### config.mk
export PLATFORM = sky130hd
export DESIGN_NAME = bm_add
export DESIGN_NICKNAME = d
export VERILOG_FILES = /design/src/hdl/bm_add.sv
export SDC_FILE = /design/constraint.sdc
export NUM_CORES = 1
export LEC_CHECK = 0
export BUFFER_PORTS_ARGS = -buffer_cell sky130_fd_sc_hd__buf_2
export CORE_AREA = 2 2 42 44
export DETAILED_ROUTE_END_ITERATION = 8
export DIE_AREA = 0 0 44 46
export PLACE_DENSITY = 0.89
export SLEW_MARGIN = 20
export SYNTH_ARGS = -nofsm -noshare
export SYNTH_HDL_FRONTEND = slang
export SYNTH_SLANG_ARGS = --single-unit
### constraint.sdc
create_clock -name vclk -period 7.2
set_clock_uncertainty 0.05 [all_clocks]
set_input_delay 1.44 -clock vclk [all_inputs]
set_output_delay 1.44 -clock vclk [all_outputs]
set_load 0.005 [all_outputs]
### src/hdl/bm_add.sv
// bm_add: shared 16-bit wrapping adder used for the fetch address, register byte
// increment and decrement, stack pointer and ip advance steps. No dependencies.
module bm_add (
    input  logic [15:0] i_a,
    input  logic [15:0] i_b,
    output logic [15:0] o_sum
);
    assign o_sum = i_a + i_b;
endmodule

==> flow_metrics.py <==
metrics = {
    "drt": {
        "drc": 0,
        "top_layer": "met4",
        "wl_met1_um": 763,
        "num_vias": 962,
        "ant_nets": 0,
        "first_pass_iters": 4,
        "wl_per_cell_um": 12.44,
        "wl_met3_um": 196,
        "via_per_inst": 5.902,
        "drtIter0Drc": 42,
        "wl_met2_mm": 1.008,
        "drt_wl_total_mm": 2.028,
    },
    "synth": {
        "synth_compound_area_frac": 0.3523,
        "synth_top_family_by_area": "compound AO/OA/AOI/OAI gates",
        "synthSimpleGateAreaFrac": 0.1503,
        "yosysTopAreaCell": "ha_1",
        "synth_warnings": 0,
        "yosys.area_share.adder": 0.2867,
        "synth_cells": 98,
        "avgSynthCellArea_um2": 7.392,
        "synth.yosys.seq_area_share": 0,
        "ys_top_cells_by_area": "ha_1, xnor2_1, a21oi_1, xor2_1, o21ai_0",
        "synth_area_um2": 724.4,
        "synth_cell_types": 27,
        "synth_xor_area_frac": 0.1813,
        "synth.top_cell.area_share": 0.2591,
        "synth_nets": 146,
        "synthMuxAreaShare": 0.01382,
    },
    "clock_network": {
        "holdBufCountCts": 0,
        "cts_setup_buffers": 0,
        "cts_resized": 0,
    },
    "critical_path": {
        "path_depth": 9,
        "required_ns": 5.71,
        "end_kind": "primary output",
        "crit_chain": "buf_2 > ha_1 > fa_1 > a21o_2 > a311oi_2 > o21ai_0 > a311oi_1 > nor3_1 > buf_2",
        "startpoint_type": "input port",
        "cpMaxStageDelayCell": "fa_1",
        "timing.critical_path.to": "o_sum[10]",
        "arrival_ns": 3.45,
        "slowest_delay_ns": 0.40,
        "crit_top_cell": "buf_2",
        "crit_family": "compound AO/OA/AOI/OAI gates",
        "crit_path_start": "i_a[0]",
        "crit_type": "input port to primary output",
        "worst-path-buf-inv": 2,
        "crit_fanout": 3,
    },
    "floorplanning": {
        "die_h_um": 46,
        "start_util": 0.4488,
        "ios": 48,
        "dieArea_um2": 2024,
        "chipWidth_um": 44,
        "coreArea_um2": 1614,
        "std_cell_rows": 15,
    },
    "sta": {
        "finalHoldViolCount": 0,
        "period_minus_slack_ns": 4.941,
        "tightest_slew_ns": 0.4897,
        "slew_violations": 0,
        "finalWorstSetupSlack_ns": 2.259,
        "holdWs_ns": 3.121,
        "rsz0062_at_grt": "false",
        "setup_viol": 0,
        "slew_headroom": 0.6701,
        "tns_ns": 0,
        "post-route-period-util": 0.6862,
        "fmax_mhz": 202.4,
    },
    "placed_design": {
        "place.port_buffers": 48,
        "placed_cell_area_um2": 985.9,
        "dp_hpwl_mm": 1.768,
        "routabilityCongestion": 0.8366,
        "dp_slack_ns": 2.267,
    },
    "power": {
        "p_per_area_nw_per_um2": 97.42,
        "p_leak_nw": 0.5015,
        "worst_ir_drop_vdd_mv": 0.04436,
    },
    "worst_hold_path": {
        "min_path_type": "input port to primary output",
        "whs_path_depth": 3,
    },
    "run": {
        "maxCapViolations": 0,
    },
    "global_route": {
        "grt_pass1_vias": 863,
        "antenna_found_initial": 0,
        "grt_max_degree": 7,
        "overflow": 0,
        "grt_pass1_wl_mm": 3.270,
        "grtUsageTotal": 0.2025,
    },
    "cells_and_area": {
        "n_fill_cell": 146,
        "finish.instance_area_um2": 985.9,
        "seq_area_um2": 0,
        "clkbuf_count": 0,
        "antenna_cells": 0,
        "most-common-layout-cells": "buf_2, a21oi_1, ha_1, xnor2_1, nand2_1",
        "post_route_cells_drive_above_1_share": 0.3562,
        "fin_nets": 196,
        "seq_cell_count": 0,
        "multi_input_area_um2": 713.2,
        "final_common_cell": "buf_2",
        "areaGrowthSynthToFinish_pct": 36.10,
    },
    "outcome": {
        "outcome": "complete, no violations",
    },
}
[synth_stat cells (2+ instances only)]
master and instances:
o211ai_1 3, a21oi_1 17, xor2_1 5, inv_1 3, nor3_1 3, a21o_1 2, nor2b_1 2, nor2_1 2
nand3_1 4, o21ai_0 8, o21bai_1 2, xnor2_1 10, ha_1 15, nand2_1 9
[cell type report]
cell class / count / area share
Multi-Input combinational cell: 95 / 0.7233
Timing Repair Buffer: 48 / 0.2437
Tap cell: 17 / 0.02157
Inverter: 3 / 0.01142
[power by group]
part / internal (W) / switching (W)
clock: 0 / 0
sequential: 0 / 0
combinational: 0.0000477 / 0.0000484
[how the worst min path moves through the flow]
stage / start / endpoint
2_1_floorplan: i_b[0] / o_sum[0]
3_3_place_gp: i_b[0] / o_sum[0]
3_5_place_dp: i_b[0] / o_sum[0]
4_1_cts: i_b[0] / o_sum[0]
5_1_grt: i_b[0] / o_sum[0]
6_report: i_b[0] / o_sum[0]
[per-layer routing]
layer	vias up	GRT usage
li1	471	-
met1	414	0.2477
met2	64	0.3735
met3	13	0.007937
met4	0	0.07273
met5	-	0
[kinds of logic (layout without fill, tap and decap cells)]
logic type | Yosys count | count (layout)
AOI/OAI and AO/OA | 40 | 40
xor gates and xnor gates | 15 | 15
adders and majority gates | 16 | 16
buffers and inverters | 3 | 51
muxes | 1 | 1
and+or+nand+nor | 23 | 23
[metrics by stage]
stage,total power [W],util,cells
floorplan,0.00006019,-,98
global placement,0.00009206,0.6109,163
detailed placement,0.00009505,0.6109,163
CTS,0.00009555,0.6109,163
global route,0.0001066,0.6109,163
finish,0.00009605,0.6109,163
Power figures use the tool's default switching activity.
